**src/hw/rtl/hrfh_pkg.sv**
```systemverilog
// Shared types, constants and helpers for the hex record to flash halfword unit.
`timescale 1ns / 1ps

package hrfh_pkg;

	localparam int unsigned CHAR_W = 8;
	localparam int unsigned ADDR_W = 32;
	localparam int unsigned HW_W = 16;
	localparam int unsigned OFFSET_W = 16;
	localparam int unsigned IDX_W = 7;
	localparam int unsigned QUEUE_DEPTH = 2;

	localparam logic [ADDR_W-1:0] FLASH_BASE_RST = 32'h0800_0000;

	// One halfword write decided by the parser, waiting for address generation.
	typedef struct packed {
		logic [OFFSET_W-1:0] offset;
		logic [IDX_W-1:0]    index;
		logic [HW_W-1:0]     halfword;
		logic                last;
	} hrfh_entry_t;

	// Digits map to c - '0'; everything else to (c - 55) mod 16.
	function automatic logic [3:0] hrfh_nibble(input logic [CHAR_W-1:0] c);
		logic is_digit;
		is_digit = (c >= 8'h30) && (c <= 8'h39);
		return is_digit ? c[3:0] : (c[3:0] + 4'd9);
	endfunction

endpackage

```
**src/hw/rtl/hrfh_if.sv**
```systemverilog
// Channel interfaces: record characters in, flash halfwords out, base address write.
`timescale 1ns / 1ps

interface hrfh_in_if import hrfh_pkg::*; ();
	logic              valid;
	logic              ready;
	logic [CHAR_W-1:0] record_char;
	logic              record_start;

	modport source (output valid, output record_char, output record_start, input ready);
	modport sink (input valid, input record_char, input record_start, output ready);
endinterface

interface hrfh_out_if import hrfh_pkg::*; ();
	logic              valid;
	logic              ready;
	logic [ADDR_W-1:0] flash_address;
	logic [HW_W-1:0]   halfword;
	logic              last_of_record;

	modport source (output valid, output flash_address, output halfword,
		output last_of_record, input ready);
	modport sink (input valid, input flash_address, input halfword,
		input last_of_record, output ready);
endinterface

interface hrfh_cfg_if import hrfh_pkg::*; ();
	logic              valid;
	logic              ready;
	logic [ADDR_W-1:0] data;

	modport source (output valid, output data, input ready);
	modport sink (input valid, input data, output ready);
endinterface

```
**src/hw/rtl/hrfh_front.sv**
```systemverilog
// Record parser: tracks character position, collects header fields and data nibbles.
`timescale 1ns / 1ps

module hrfh_front import hrfh_pkg::*; (
	input  logic         clk,
	input  logic         arst_n,
	hrfh_in_if.sink      chars,
	input  logic         push_ready,
	output logic         push_valid,
	output hrfh_entry_t  push_entry
);

	localparam int unsigned POS_W = 10;
	localparam logic [POS_W-1:0] POS_START = 10'd0;
	localparam logic [POS_W-1:0] POS_COUNT_HI = 10'd1;
	localparam logic [POS_W-1:0] POS_COUNT_LO = 10'd2;
	localparam logic [POS_W-1:0] POS_OFFSET_FIRST = 10'd3;
	localparam logic [POS_W-1:0] POS_OFFSET_LAST = 10'd6;
	localparam logic [POS_W-1:0] POS_TYPE = 10'd8;
	localparam logic [POS_W-1:0] POS_DATA = 10'd9;
	localparam logic [POS_W-1:0] POS_MAX = '1;

	logic [POS_W-1:0]    char_position_q;
	logic [7:0]          byte_count_q;
	logic [OFFSET_W-1:0] record_offset_q;
	logic                is_data_q;
	logic [IDX_W-1:0]    halfword_index_q;
	logic [11:0]         partial_q;

	logic                accept;
	logic [POS_W-1:0]    pos;
	logic [3:0]          nib;
	logic                in_data;
	logic                group_end;
	logic [IDX_W-1:0]    total;
	logic                emit;
	logic [HW_W-1:0]     assembled;

	assign chars.ready = push_ready;
	assign accept = chars.valid && push_ready;

	assign pos = chars.record_start ? POS_START : char_position_q;
	assign nib = hrfh_nibble(chars.record_char);
	assign in_data = pos >= POS_DATA;
	// Group of four data characters ends where pos is a multiple of four.
	assign group_end = in_data && (pos[1:0] == 2'd0);
	assign total = byte_count_q[7:1];
	assign emit = group_end && is_data_q && (halfword_index_q < total);
	assign assembled = {partial_q, nib};

	assign push_valid = accept && emit;
	assign push_entry.offset = record_offset_q;
	assign push_entry.index = halfword_index_q;
	assign push_entry.halfword = {assembled[7:0], assembled[15:8]};
	assign push_entry.last = ({1'b0, halfword_index_q} + 8'd1) == {1'b0, total};

	always_ff @(posedge clk or negedge arst_n) begin
		if (!arst_n) begin
			char_position_q <= '0;
			byte_count_q <= '0;
			record_offset_q <= '0;
			is_data_q <= 1'b0;
			halfword_index_q <= '0;
			partial_q <= '0;
		end else if (accept) begin
			char_position_q <= (pos != POS_MAX) ? pos + 10'd1 : POS_MAX;
			if (pos == POS_START) begin
				byte_count_q <= '0;
				record_offset_q <= '0;
				is_data_q <= 1'b0;
				halfword_index_q <= '0;
				partial_q <= '0;
			end else if (pos == POS_COUNT_HI) begin
				byte_count_q <= {nib, 4'd0};
			end else if (pos == POS_COUNT_LO) begin
				byte_count_q <= {byte_count_q[7:4], byte_count_q[3:0] | nib};
			end else if (pos >= POS_OFFSET_FIRST && pos <= POS_OFFSET_LAST) begin
				record_offset_q <= {record_offset_q[11:0], nib};
			end else if (pos == POS_TYPE) begin
				is_data_q <= chars.record_char == 8'h30;
			end else if (in_data) begin
				if (group_end) begin
					partial_q <= '0;
					if (emit) begin
						halfword_index_q <= halfword_index_q + 7'd1;
					end
				end else begin
					partial_q <= {partial_q[7:0], nib};
				end
			end
		end
	end

endmodule

```
**src/hw/rtl/hrfh_queue.sv**
```systemverilog
// Small FIFO between the parser and the address stage.
`timescale 1ns / 1ps

module hrfh_queue import hrfh_pkg::*; #(
	parameter int unsigned Depth = QUEUE_DEPTH
) (
	input  logic         clk,
	input  logic         arst_n,
	input  logic         push_valid,
	input  hrfh_entry_t  push_entry,
	output logic         push_ready,
	output logic         pop_valid,
	output hrfh_entry_t  pop_entry,
	input  logic         pop_ready
);

	localparam int unsigned PtrW = (Depth > 1) ? $clog2(Depth) : 1;
	localparam int unsigned CntW = $clog2(Depth + 1);
	localparam logic [PtrW-1:0] PtrLast = PtrW'(Depth - 1);
	localparam logic [CntW-1:0] CntFull = CntW'(Depth);

	hrfh_entry_t     slots_q [Depth];
	logic [PtrW-1:0] wr_ptr_q;
	logic [PtrW-1:0] rd_ptr_q;
	logic [CntW-1:0] count_q;
	logic            do_push;
	logic            do_pop;

	assign push_ready = count_q != CntFull;
	assign pop_valid = count_q != '0;
	assign pop_entry = slots_q[rd_ptr_q];
	assign do_push = push_valid && push_ready;
	assign do_pop = pop_valid && pop_ready;

	always_ff @(posedge clk) begin
		if (do_push) begin
			slots_q[wr_ptr_q] <= push_entry;
		end
	end

	always_ff @(posedge clk or negedge arst_n) begin
		if (!arst_n) begin
			wr_ptr_q <= '0;
			rd_ptr_q <= '0;
			count_q <= '0;
		end else begin
			if (do_push) begin
				wr_ptr_q <= (wr_ptr_q == PtrLast) ? '0 : wr_ptr_q + PtrW'(1);
			end
			if (do_pop) begin
				rd_ptr_q <= (rd_ptr_q == PtrLast) ? '0 : rd_ptr_q + PtrW'(1);
			end
			if (do_push && !do_pop) begin
				count_q <= count_q + CntW'(1);
			end else if (do_pop && !do_push) begin
				count_q <= count_q - CntW'(1);
			end
		end
	end

endmodule

```
**src/hw/rtl/hrfh_back.sv**
```systemverilog
// Address stage: forms base OR offset plus halfword step, holds the output register.
`timescale 1ns / 1ps

module hrfh_back import hrfh_pkg::*; (
	input  logic              clk,
	input  logic              arst_n,
	input  logic [ADDR_W-1:0] flash_base,
	input  logic              pop_valid,
	input  hrfh_entry_t       pop_entry,
	output logic              pop_ready,
	hrfh_out_if.source        words
);

	logic              out_valid_q;
	logic [ADDR_W-1:0] out_addr_q;
	logic [HW_W-1:0]   out_hw_q;
	logic              out_last_q;
	logic [ADDR_W-1:0] addr;

	// Load when empty or when the held result transfers this cycle.
	assign pop_ready = !out_valid_q || words.ready;
	assign addr = (flash_base | {{(ADDR_W-OFFSET_W){1'b0}}, pop_entry.offset})
		+ {{(ADDR_W-IDX_W-1){1'b0}}, pop_entry.index, 1'b0};

	always_ff @(posedge clk or negedge arst_n) begin
		if (!arst_n) begin
			out_valid_q <= 1'b0;
		end else if (pop_ready) begin
			out_valid_q <= pop_valid;
		end
	end

	always_ff @(posedge clk) begin
		if (pop_ready && pop_valid) begin
			out_addr_q <= addr;
			out_hw_q <= pop_entry.halfword;
			out_last_q <= pop_entry.last;
		end
	end

	assign words.valid = out_valid_q;
	assign words.flash_address = out_addr_q;
	assign words.halfword = out_hw_q;
	assign words.last_of_record = out_last_q;

endmodule

```
**src/hw/rtl/hex_record_to_flash_halfwords_unit.sv**
```systemverilog
// Top level: hex data record characters in, flash halfword writes out.
//
//  Channel | Dir | Payload                                        | Transfer
//  --------+-----+------------------------------------------------+-------------------
//  chars   | in  | record_char[7:0], record_start                 | valid & ready
//  words   | out | flash_address[31:0], halfword[15:0], last_of_record | valid & ready
//  cfg     | in  | data[31:0] -> flash base address               | valid & ready (ready=1)
//
// One character is taken per cycle while the queue has room. A halfword is written
// into the queue by the character that completes it, then passes the address adder
// stage into the output register. Reset clears parser state, the queue and the output
// valid, and loads the flash base with 0x0800_0000. A stalled output fills the
// queue; only then does chars.ready drop, and it rises again as soon as an entry
// drains. Characters that produce no halfword are never held up by a stall
// unless the queue is full.
`timescale 1ns / 1ps

module hex_record_to_flash_halfwords_unit import hrfh_pkg::*; #(
	parameter int unsigned QueueDepth = QUEUE_DEPTH
) (
	input  logic        clk,
	input  logic        arst_n,
	hrfh_in_if.sink     chars,
	hrfh_out_if.source  words,
	hrfh_cfg_if.sink    cfg
);

	logic [ADDR_W-1:0] flash_base_q;
	logic              push_valid;
	logic              push_ready;
	hrfh_entry_t       push_entry;
	logic              pop_valid;
	logic              pop_ready;
	hrfh_entry_t       pop_entry;

	// Base register: writes are always taken; they must arrive only while idle, which the block does not enforce.
	assign cfg.ready = 1'b1;

	always_ff @(posedge clk or negedge arst_n) begin
		if (!arst_n) begin
			flash_base_q <= FLASH_BASE_RST;
		end else if (cfg.valid) begin
			flash_base_q <= cfg.data;
		end
	end

	// Front: classify each character by position, assemble halfwords.
	hrfh_front u_front (
		.clk        (clk),
		.arst_n     (arst_n),
		.chars      (chars),
		.push_ready (push_ready),
		.push_valid (push_valid),
		.push_entry (push_entry)
	);

	// Decouple the parser from output backpressure.
	hrfh_queue #(
		.Depth (QueueDepth)
	) u_queue (
		.clk        (clk),
		.arst_n     (arst_n),
		.push_valid (push_valid),
		.push_entry (push_entry),
		.push_ready (push_ready),
		.pop_valid  (pop_valid),
		.pop_entry  (pop_entry),
		.pop_ready  (pop_ready)
	);

	// Back: compute the target address and hold the result for transfer.
	hrfh_back u_back (
		.clk        (clk),
		.arst_n     (arst_n),
		.flash_base (flash_base_q),
		.pop_valid  (pop_valid),
		.pop_entry  (pop_entry),
		.pop_ready  (pop_ready),
		.words      (words)
	);

endmodule
```
**src/flat_wrapper.sv**
```systemverilog
// flat-port wrapper written by rule: the top's interface ports become plain ports
module hex_record_to_flash_halfwords_unit_flat import hrfh_pkg::*;
#(
	parameter int unsigned QueueDepth = QUEUE_DEPTH
)
  (clk, arst_n, chars_valid, chars_record_char, chars_record_start, chars_ready, words_valid, words_flash_address, words_halfword, words_last_of_record, words_ready, cfg_valid, cfg_data, cfg_ready);
  hrfh_in_if chars_i ();
  hrfh_out_if words_i ();
  hrfh_cfg_if cfg_i ();
  input  logic clk;
  input  logic arst_n;
  input wire logic [$bits(chars_i.valid)-1:0] chars_valid;
  input wire logic [$bits(chars_i.record_char)-1:0] chars_record_char;
  input wire logic [$bits(chars_i.record_start)-1:0] chars_record_start;
  output wire logic [$bits(chars_i.ready)-1:0] chars_ready;
  output wire logic [$bits(words_i.valid)-1:0] words_valid;
  output wire logic [$bits(words_i.flash_address)-1:0] words_flash_address;
  output wire logic [$bits(words_i.halfword)-1:0] words_halfword;
  output wire logic [$bits(words_i.last_of_record)-1:0] words_last_of_record;
  input wire logic [$bits(words_i.ready)-1:0] words_ready;
  input wire logic [$bits(cfg_i.valid)-1:0] cfg_valid;
  input wire logic [$bits(cfg_i.data)-1:0] cfg_data;
  output wire logic [$bits(cfg_i.ready)-1:0] cfg_ready;
  assign chars_i.valid = chars_valid;
  assign chars_i.record_char = chars_record_char;
  assign chars_i.record_start = chars_record_start;
  assign chars_ready = chars_i.ready;
  assign words_valid = words_i.valid;
  assign words_flash_address = words_i.flash_address;
  assign words_halfword = words_i.halfword;
  assign words_last_of_record = words_i.last_of_record;
  assign words_i.ready = words_ready;
  assign cfg_i.valid = cfg_valid;
  assign cfg_i.data = cfg_data;
  assign cfg_ready = cfg_i.ready;
  hex_record_to_flash_halfwords_unit #(.QueueDepth(QueueDepth)) u_core (.clk(clk), .arst_n(arst_n), .chars(chars_i), .words(words_i), .cfg(cfg_i));
endmodule
```
**config.mk**
```make
export PLATFORM = sky130hd
export DESIGN_NAME = hex_record_to_flash_halfwords_unit_flat
export DESIGN_NICKNAME = d
export VERILOG_FILES = /design/src/hw/rtl/hrfh_pkg.sv /design/src/hw/rtl/hrfh_if.sv /design/src/hw/rtl/hrfh_front.sv /design/src/hw/rtl/hrfh_queue.sv /design/src/hw/rtl/hrfh_back.sv /design/src/hw/rtl/hex_record_to_flash_halfwords_unit.sv /design/src/flat_wrapper.sv
export SDC_FILE = /design/constraint.sdc
export NUM_CORES = 1
export LEC_CHECK = 0
export CORE_MARGIN = 2
export CORE_UTILIZATION = 30
export DETAILED_ROUTE_END_ITERATION = 16
export DONT_BUFFER_PORTS = 1
export HOLD_SLACK_MARGIN = 0.06
export RECOVER_POWER = 100
export SYNTH_ARGS = -nofsm -noshare
export SYNTH_HDL_FRONTEND = slang
export SYNTH_HIERARCHICAL = 1
export SYNTH_SLANG_ARGS = --single-unit
export TNS_END_PERCENT = 1
```
**constraint.sdc**
```tcl
create_clock -name clk -period 5.9 [get_ports clk]
set_input_delay 0.885 -clock clk [delete_from_list [all_inputs] [get_ports clk]]
set_output_delay 0.885 -clock clk [all_outputs]
set_load 0.01 [all_outputs]
```
* Word level (Yosys, flattened, before mapping)
Memory sizes are Yosys's and may differ from the RTL's.
Index checks and enable logic that the tools add are counted.
** Operators by class
- $lt $le $gt $ge :: 6
- Eq/ne operators :: 11
- $add $sub $neg :: 9
- Reductions and logical operators :: 32
- Bitwise operators :: 2
- Multiplexer cells :: 36
** Operators with widths (number)
- $mux 12 :: 7
- $mux 16 :: 4
- $mux 7 :: 8
- $add 32x8->32 :: 1
- $or 32x16->32 :: 1
- $mux 10 :: 2
- $mux 8 :: 2
- $reduce_bool 2->1 :: 8
- $logic_and 1x1->1 :: 11
- $add 10x1->10 const B :: 1
- $eq 10x1->1 const B :: 1
- $eq 10x2->1 const B :: 1
- $eq 10x4->1 const B :: 1
- $ge 10x2->1 const B :: 1
- $ge 10x4->1 const B :: 1
- $le 10x3->1 const B :: 1
- $logic_not 10->1 :: 1
- $ne 10x10->1 const B :: 1
- $ne 2x2->1 const B :: 5
- $mux 1 :: 9
- $add 7x1->8 const B :: 1
- $eq 8x6->1 const B :: 1
- $eq 8x7->1 :: 1
- $ge 8x6->1 const B :: 1
- 19 further kinds :: 25
** Word-level totals
- Memories kept :: 1
- Flip-flop bits (word level) :: 140
- RAM bits :: 80
- Bits of input ports :: 46
- Logic and storage cells :: 112
** Memory list
- u_core.u_queue.slots_q :: words 2, width 40, rd ports 1, clocked after memory_dff 0, wr ports 1, line hrfh_queue.sv:22 : hrfh_entry_t slots_q [Depth];

* Longest topological paths before layout
Gate-level depths: netlist of the first run.
- Depth in word-level cells :: 13
- Mapped depth :: 15
- Mapped depth without buffers :: 14

* Hierarchy
Netlist of the first run, hierarchy kept.
** Modules (own cells, without submodules)
- hrfh_queue :: instances 1, seq. area each 2502.4 um^2, cells each 143, area each 3284.4 um^2
- hrfh_front :: instances 1, seq. area each 1326.3 um^2, cells each 352, area each 3186.8 um^2
- hrfh_back :: instances 1, seq. area each 1496.4 um^2, cells each 180, area each 2498.6 um^2
- hex_record_to_flash_halfwords_unit :: instances 1, seq. area each 802.0 um^2, cells each 70, area each 1357.6 um^2

* Worst setup path before layout of the first run
OpenSTA, ideal clock, no wires.
- Path type :: input to register
- From :: input port chars_record_start
- To :: memory u_core/u_queue/slots_q[0][0] (netlist bit) (enable)
- Arrival time :: 4383 ps
- Required time :: 5463 ps
- Slack :: 1079 ps
- Path buffers :: 1
- Cell stages on the path :: 11
- Cell sequence :: buf_4 inv_1 nand2_1 inv_1 ha_1 nand2b_1 o21ai_0 a2111oi_4 and2_1 nand2_1 nor2_1
** On the way
- Word-level cells in the longest chain between the ends :: 9
** RTL lines
- start, declared :: line flat_wrapper.sv:14 : input wire logic [$bits(chars_i.record_start)-1:0] chars_record_start;
- $mux 10 * :: line hrfh_front.sv:42 : assign pos = chars.record_start ? POS_START : char_position_q;
- $ge 10x4->1 or $logic_not 2->1 (tied branches) :: line hrfh_front.sv:44, hrfh_front.sv:46
- $logic_and 1x1->1 * :: line hrfh_front.sv:46 : assign group_end = in_data && (pos[1:0] == 2'd0);
- $logic_and 1x1->1 * (2 in a row) :: line hrfh_front.sv:48 : assign emit = group_end && is_data_q && (halfword_index_q < total);
- $logic_and 1x1->1 * :: line hrfh_front.sv:51 : assign push_valid = accept && emit;
- via u_core.push_valid :: line hex_record_to_flash_halfwords_unit.sv:29 : logic push_valid;
- $logic_and 1x1->1 * :: line hrfh_queue.sv:32 : assign do_push = push_valid && push_ready;
- $mux 1 * :: line hrfh_queue.sv:36 : if (do_push) begin
- $mux 1 (not written as such) * :: line hrfh_queue.sv:37 : slots_q[wr_ptr_q] <= push_entry;
- end, declared :: line hrfh_queue.sv:22
The timed path passes the listed nets; every way through them passes the cells marked *.

* Worst setup path in the final report of the first run
- From :: input port chars_record_start
- To :: memory u_core/u_queue/slots_q[0][17] (netlist bit) (enable)
Same word-level chain as after synthesis.

==> results.sh, run 1 <==
export IMPL_status="finished with violations"
export IMPL_violations="capacitance limit, slew limit"
export IMPL_wl_um=19630
export IMPL_core_um2=33700
export IMPL_fmax_ghz=0.2245
export IMPL_synthDominantAreaCellType="edfxtp_1"
export IMPL_drt_iter0_drc=318
export IMPL_crit_end="u_core/u_queue/slots_q[0][17]$_DFFE_PP_"
export IMPL_die_y_um=189.5
export IMPL_area_growth_pct=7.427
export IMPL_maxCapViolCount=3
export IMPL_ios=98
export IMPL_crit_path_max_incr_delay_ps=1300
export IMPL_synth_edf_count=129
export IMPL_synthArstFlopShare=0.4110
export IMPL_overflow=0
export IMPL_drt_pre_antenna_iters=6
export IMPL_cts_tree="yes"
export IMPL_period_needed_ps=4455
export IMPL_endpoint_kind="flip-flop"
export IMPL_cp_slowest_cell="a2111oi_0"
export IMPL_dpl_cell_count=1168
export IMPL_power_leakage_nw=4.213
export IMPL_dieArea_um2=35930
export IMPL_avgSynthCellArea_um2=13.86
export IMPL_grt_max_degree=71
export IMPL_yosys_top_cells_area="edfxtp_1 38%, dfrtp_1 22%, mux2_4 10%"
export IMPL_clkLatencyLatePin_ps=510
export IMPL_fill_cells=3389
export IMPL_final_max_slew_viol_count=83
export IMPL_setup_violations=0
export IMPL_cts_root_buf="clkbuf_16"
export IMPL_synth_area_um2=10330
export IMPL_numPortBuffers=0
export IMPL_post_dp_hpwl_um=12970
export IMPL_cts_sinks=219
export IMPL_drive_gt1_frac=0.1162
export IMPL_ys_ff_latch=219
export IMPL_htree_levels=1
export IMPL_vias=5589
export IMPL_r2r_start="u_core/u_front/char_position_q[1]$_DFFE_PN0P_"
export IMPL_drc=0
export IMPL_synth_net_count=817
export IMPL_reg2reg_to="u_core/u_queue/slots_q[0][17]$_DFFE_PP_"
export IMPL_cp_arrival_ps=4650
export IMPL_maxSlewHeadroom=-0.9017
export IMPL_start_kind="primary input"
export IMPL_grt_pass1_vias=5596
export IMPL_final_setup_tns_ps=0
export IMPL_tightest_slew_ps=2853
export IMPL_die_x_um=189.5
export IMPL_ir_drop_uv=184.6
export IMPL_multi_input_area_um2=3382
export IMPL_gp_congestion=0.7995
export IMPL_fin_crit_sh=0.7550
export IMPL_ys_warn_count=6
export IMPL_synth_ff_type="edfxtp_1"
export IMPL_worstHoldPathType="primary input to async pin"
export IMPL_dp_slack_ps=1643
export IMPL_seqCellArea_um2=6127
export IMPL_power_density_nw_per_um2=452.7
export IMPL_fin_worst_skew_ps=11.58
export IMPL_synthDistinctLibCells=78
export IMPL_antenna_found_initial=1
export IMPL_crit_fanout=27
export IMPL_crit_type="primary input to flip-flop"
export IMPL_regToRegSetupSlack_ps=1630
export IMPL_postRouteAntennaNets=0
export IMPL_worstPathRequired_ps=6100
export IMPL_synth_cells=745
export IMPL_r2r_cells=8
export IMPL_grt_usage=0.1090
export IMPL_nNetsFinal=821
export IMPL_hold_viol=0
export IMPL_whs_ps=222.2
export IMPL_rows=67
export IMPL_crit_start="chars_record_start"
export IMPL_synth_top_area_frac=0.3751
export IMPL_rsz0062_at_grt="false"
export IMPL_cts_buffers=25
export IMPL_stdcell_count=1215
export IMPL_yosysSeqAreaShare=0.5933
export IMPL_setup_slack_ps=1445
export IMPL_cts_path_max_buffers=3
export IMPL_vias_per_cell=4.600
export IMPL_clkTransAtPathRegs_ps=60
export IMPL_initial_core_util=0.3065
export IMPL_grt_pass1_wl_um=31090
export IMPL_drt_wirelength_per_cell_um=16.15
export IMPL_path_cells="inv_1 -> nand2_1 -> inv_1 -> ha_1 -> nand2b_1 -> o21ai_0 -> a2111oi_0 -> and2_0 -> nand2_1 -> nor2_4 -> buf_4"
[registers in the layout (all words and copies together) (netlist names)]
register                            cells
u_core/u_queue/slots_q                 80
u_core/flash_base_q                    32
u_core/u_back/words.flash_address      32
u_core/u_back/words.halfword           16
u_core/u_front/record_offset_q         16
u_core/u_front/partial_q               12
u_core/u_front/char_position_q         10
u_core/u_front/byte_count_q             7
u_core/u_front/halfword_index_q         7
u_core/u_queue/count_q                  2
u_core/u_back/words.last_of_record      1
u_core/u_back/words.valid               1
u_core/u_front/is_data_q                1
u_core/u_queue/rd_ptr_q                 1
u_core/u_queue/wr_ptr_q                 1
[cells in the final DEF (no fill, tap or decap), types with 25 or more instances in the layout]
cell type and instances:
ha_1 25, edfxtp_1 129, o21ai_0 45, dfrtp_1 89, inv_1 41, nand3_1 26, mux2_1 48, nor2_1 38
nand2_1 46, clkbuf_16 25
[stage by stage]
step           area, µm²  power [mW]  utilization
2_1_floorplan      10330       3.449            -
3_3_place_gp       10630       3.651       0.3155
3_5_place_dp       10630       3.668       0.3155
4_1_cts            11490       5.239       0.3411
5_1_grt            11090       5.332       0.3292
6_report           11090       5.022       0.3292
[per-layer routing]
metal  routed length [µm]  global-route usage  vias to the layer above
met1                 9000              0.1417                     2736
li1                     -                   -                     2714
met4                  512             0.03816                        0
met5                    0                   0                        -
met3                  890             0.02380                       38
met2                 9223              0.1796                      101
[worst max-delay path, delay by kind of cell]
kind,cells,cell delay [ps]
adders and majority gates,1,280
and+or+nand+nor,5,1430
AOI/OAI and AO/OA,2,1370
buffers and inverters,3,680
[power breakdown]
part	internal, mW	total, mW	switching (mW)
clock	0.924	1.53	0.604
sequential	2.03	2.33	0.303
combinational	0.494	1.16	0.670
[worst min path at each step]
stage                                       startpoint                                            end  slack (ps)
5_1_grt                                         arst_n            u_core/flash_base_q[27]$_DFFE_PN1P_         200
2_1_floorplan  u_core/u_front/partial_q[8]$_DFFE_PN0P_         u_core/u_queue/slots_q[0][5]$_DFFE_PP_         440
6_report                                        arst_n            u_core/flash_base_q[27]$_DFFE_PN1P_         220
3_5_place_dp   u_core/u_front/partial_q[9]$_DFFE_PN0P_         u_core/u_queue/slots_q[1][6]$_DFFE_PP_         460
3_3_place_gp   u_core/u_front/partial_q[9]$_DFFE_PN0P_         u_core/u_queue/slots_q[0][6]$_DFFE_PP_         450
4_1_cts                                         arst_n  u_core/u_front/record_offset_q[2]$_DFFE_PN0P_         180
[final cells by class]
class	count	area share
Antenna cell	1	0.0002256
Sequential cell	219	0.5523
Clock buffer	30	0.05898
Multi-Input combinational cell	455	0.3048
Timing Repair Buffer	7	0.004849
Clock inverter	14	0.01444
Tap cell	448	0.05052
Inverter	41	0.01387
[what timing repair did]
item	in CTS	in global routing
hold buffers	2	0
setup buffers	0	0
gates resized for setup	0	0
endpoints found under the hold margin	70	0
[logic make-up (layout without fill, tap and decap cells)]
family | after synthesis | count (layout) | synth area share
fa+ha+maj | 26 | 26 | 0.03223
other cells | 1 | 2 | 0.0003631
mux | 74 | 74 | 0.1056
flops | 219 | 219 | 0.5933
compound gates | 112 | 112 | 0.07802
xor+xnor | 45 | 45 | 0.03816
buf+inv | 71 | 92 | 0.04434
simple gates | 197 | 197 | 0.1079
[Yosys cell counts (5+ instances only)]
cell type / count
nand4_1: 10
nand2b_1: 8
buf_2: 6
a31oi_1: 6
o21ai_0: 37
o22ai_1: 5
inv_1: 41
ha_1: 25
o21ai_2: 9
and2_1: 5
or2_2: 8
nand3b_1: 6
xnor2_1: 21
nand2_1: 46
edfxtp_1: 129
dfrtp_1: 89
nand3_1: 26
and3_1: 5
nor3_1: 9
nor3_2: 9
mux2_4: 69
buf_6: 7
buf_12: 7
nor2_1: 39
xor2_1: 24
a21oi_1: 22
Note: power is estimated with default switching activity, not from simulation.
==> inputs of run 2 (changes only) <==
==> constraint.sdc (replaced) <==
create_clock -name clk -period 4.1 [get_ports clk]
set_input_delay 0.615 -clock clk [delete_from_list [all_inputs] [get_ports clk]]
set_output_delay 0.615 -clock clk [all_outputs]
set_load 0.01 [all_outputs]
==> results.sh, run 2 (same netlist as run 1, synthesis figures left out) <==
export IMPL_status="finished with violations"
export IMPL_violations="capacitance limit, slew limit"
export IMPL_initial_core_util=0.3065
export IMPL_cp_arrival_ps=3570
export IMPL_grt_pass1_wl_um=31400
export IMPL_grt_pass1_vias=5697
export IMPL_largest_reg_flops=80
export IMPL_hold_viol=0
export IMPL_cts_root_buf="clkbuf_16"
export IMPL_htree_levels=1
export IMPL_final_cell_mix="129 x edfxtp_1, 88 x dfrtp_1, 48 x mux2_1, 46 x nand2_1, 44 x o21ai_0"
export IMPL_worstPathRequired_ps=4230
export IMPL_place_area_um2=10690
export IMPL_clkTransAtPathRegs_ps=60
export IMPL_multi_input_area_um2=3437
export IMPL_crit_family="buffers and inverters"
export IMPL_rows=67
export IMPL_area_growth_pct=7.778
export IMPL_wl_um=19750
export IMPL_antenna_found_initial=0
export IMPL_cts_buffers=25
export IMPL_path_buf_inv=2
export IMPL_core_um2=33700
export IMPL_stdcell_area_um2=11130
export IMPL_rsz0062_at_grt="false"
export IMPL_cts_sinks=219
export IMPL_tightest_slew_ps=2780
export IMPL_seqCellArea_um2=6128
export IMPL_setup_violations=0
export IMPL_gp_congestion=0.8245
export IMPL_post_dp_hpwl_um=13260
export IMPL_cp_slowest_cell="clkbuf_2"
export IMPL_crit_fanout=40
export IMPL_power_leakage_nw=4.210
export IMPL_drive_gt1_frac=0.1221
export IMPL_maxSlewHeadroom=-0.8536
export IMPL_fmax_ghz=0.2909
export IMPL_setup_slack_ps=661.9
export IMPL_vias_per_cell=4.668
export IMPL_final_setup_tns_ps=0
export IMPL_final_max_slew_viol_count=141
export IMPL_clkLatencyLatePin_ps=510
export IMPL_ir_drop_uv=287.3
export IMPL_drc=0
export IMPL_drt_iter0_drc=355
export IMPL_drt_pre_antenna_iters=4
export IMPL_start_kind="flip-flop"
export IMPL_top_register="u_core/u_queue/slots_q"
export IMPL_crit_type="flip-flop to flip-flop"
export IMPL_cts_tree="yes"
export IMPL_ios=98
export IMPL_power_density_nw_per_um2=648.4
export IMPL_grt_max_degree=91
export IMPL_cts_path_max_buffers=3
export IMPL_drt_wirelength_per_cell_um=16.22
export IMPL_power_mw=7.217
export IMPL_fin_worst_skew_ps=10.07
export IMPL_crit_path_max_incr_delay_ps=810
export IMPL_fin_crit_sh=0.8386
export IMPL_fill_cells=3377
export IMPL_die_x_um=189.5
export IMPL_maxCapViolCount=2
export IMPL_cts_resized=0
export IMPL_numPortBuffers=0
export IMPL_vias=5686
export IMPL_dp_slack_ps=785.1
export IMPL_nNetsFinal=825
export IMPL_grt_usage=0.1087
export IMPL_postRouteAntennaNets=0
export IMPL_n_antenna_cell=0
export IMPL_overflow=0
export IMPL_final_core_util=0.3303
export IMPL_die_y_um=189.5
export IMPL_path_cells="nand2_1 -> inv_1 -> ha_1 -> nand2b_1 -> o21ai_0 -> a2111oi_4 -> and2_0 -> and3_2 -> clkbuf_2"
export IMPL_dieArea_um2=35930
export IMPL_worstHoldPathType="primary input to flip-flop"
export IMPL_mostFrequentLayoutCell="edfxtp_1"
export IMPL_endpoint_kind="flip-flop"
export IMPL_period_needed_ps=3438
## run 2: path summary, 6_finish.rpt
path	start	end	slack (ps)	cells past startpoint
max reg2reg	u_core/u_front/char_position_q[0]$_DFFE_PN0P_	u_core/u_queue/slots_q[1][38]$_DFFE_PP_	660	9
min reg2reg	u_core/u_front/partial_q[10]$_DFFE_PN0P_	u_core/u_queue/slots_q[1][7]$_DFFE_PP_	470	0
max in group asynchronous	arst_n	u_core/u_queue/rd_ptr_q$_DFFE_PN0P_	1230	2
max	u_core/u_front/char_position_q[0]$_DFFE_PN0P_	u_core/u_queue/slots_q[1][38]$_DFFE_PP_	660	9
min	chars_record_start	u_core/u_front/char_position_q[6]$_DFFE_PN0P_	210	1
min in group asynchronous	arst_n	u_core/u_front/char_position_q[9]$_DFFE_PN0P_	1360	2
## run 2: repair_timing
item | in CTS | in global routing
hold buffers | 2 | 0
setup buffers | 0 | 0
endpoints found under the hold margin | 90 | 0
## run 2: layout make-up
class / instances / share of cell area
clock buffers: 35 / 0.06317
clock inverters: 9 / 0.006632
inverters: 41 / 0.01383
multi-input cells: 455 / 0.3088
flip-flops and latches: 219 / 0.5506
well taps: 448 / 0.05036
repair buffers: 11 / 0.006632
## run 2: where the power goes
part / leakage [nW] / internal (mW) / switching, mW
Combinational: 1.49 / 0.735 / 1.03
Sequential: 2.34 / 2.92 / 0.429
Clock: 0.378 / 1.25 / 0.853
## run 2: worst register-to-register path: cells and delay by family, from the launching register on
family / cells / cell delay, ps
compound gates: 2 / 710
fa+ha+maj: 1 / 290
flops: 1 / 400
simple gates: 4 / 680
buf+inv: 2 / 950
## run 2: per-stage QoR
step / hold slack (ps) / instances
3_5_place_dp: 326.9 / 1172
6_report: 209.2 / 1218
2_1_floorplan: 319.4 / 745
5_1_grt: 211.2 / 1218
3_3_place_gp: 326.0 / 1172
4_1_cts: 190.6 / 1218
## run 2: routing by layer
layer	share of wire	global-route usage	up-vias
met3	0.042	0.02214	33
met2	0.47	0.1799	137
met5	0	0	-
li1	-	-	2711
met1	0.47	0.1437	2805
met4	0.024	0.03369	0
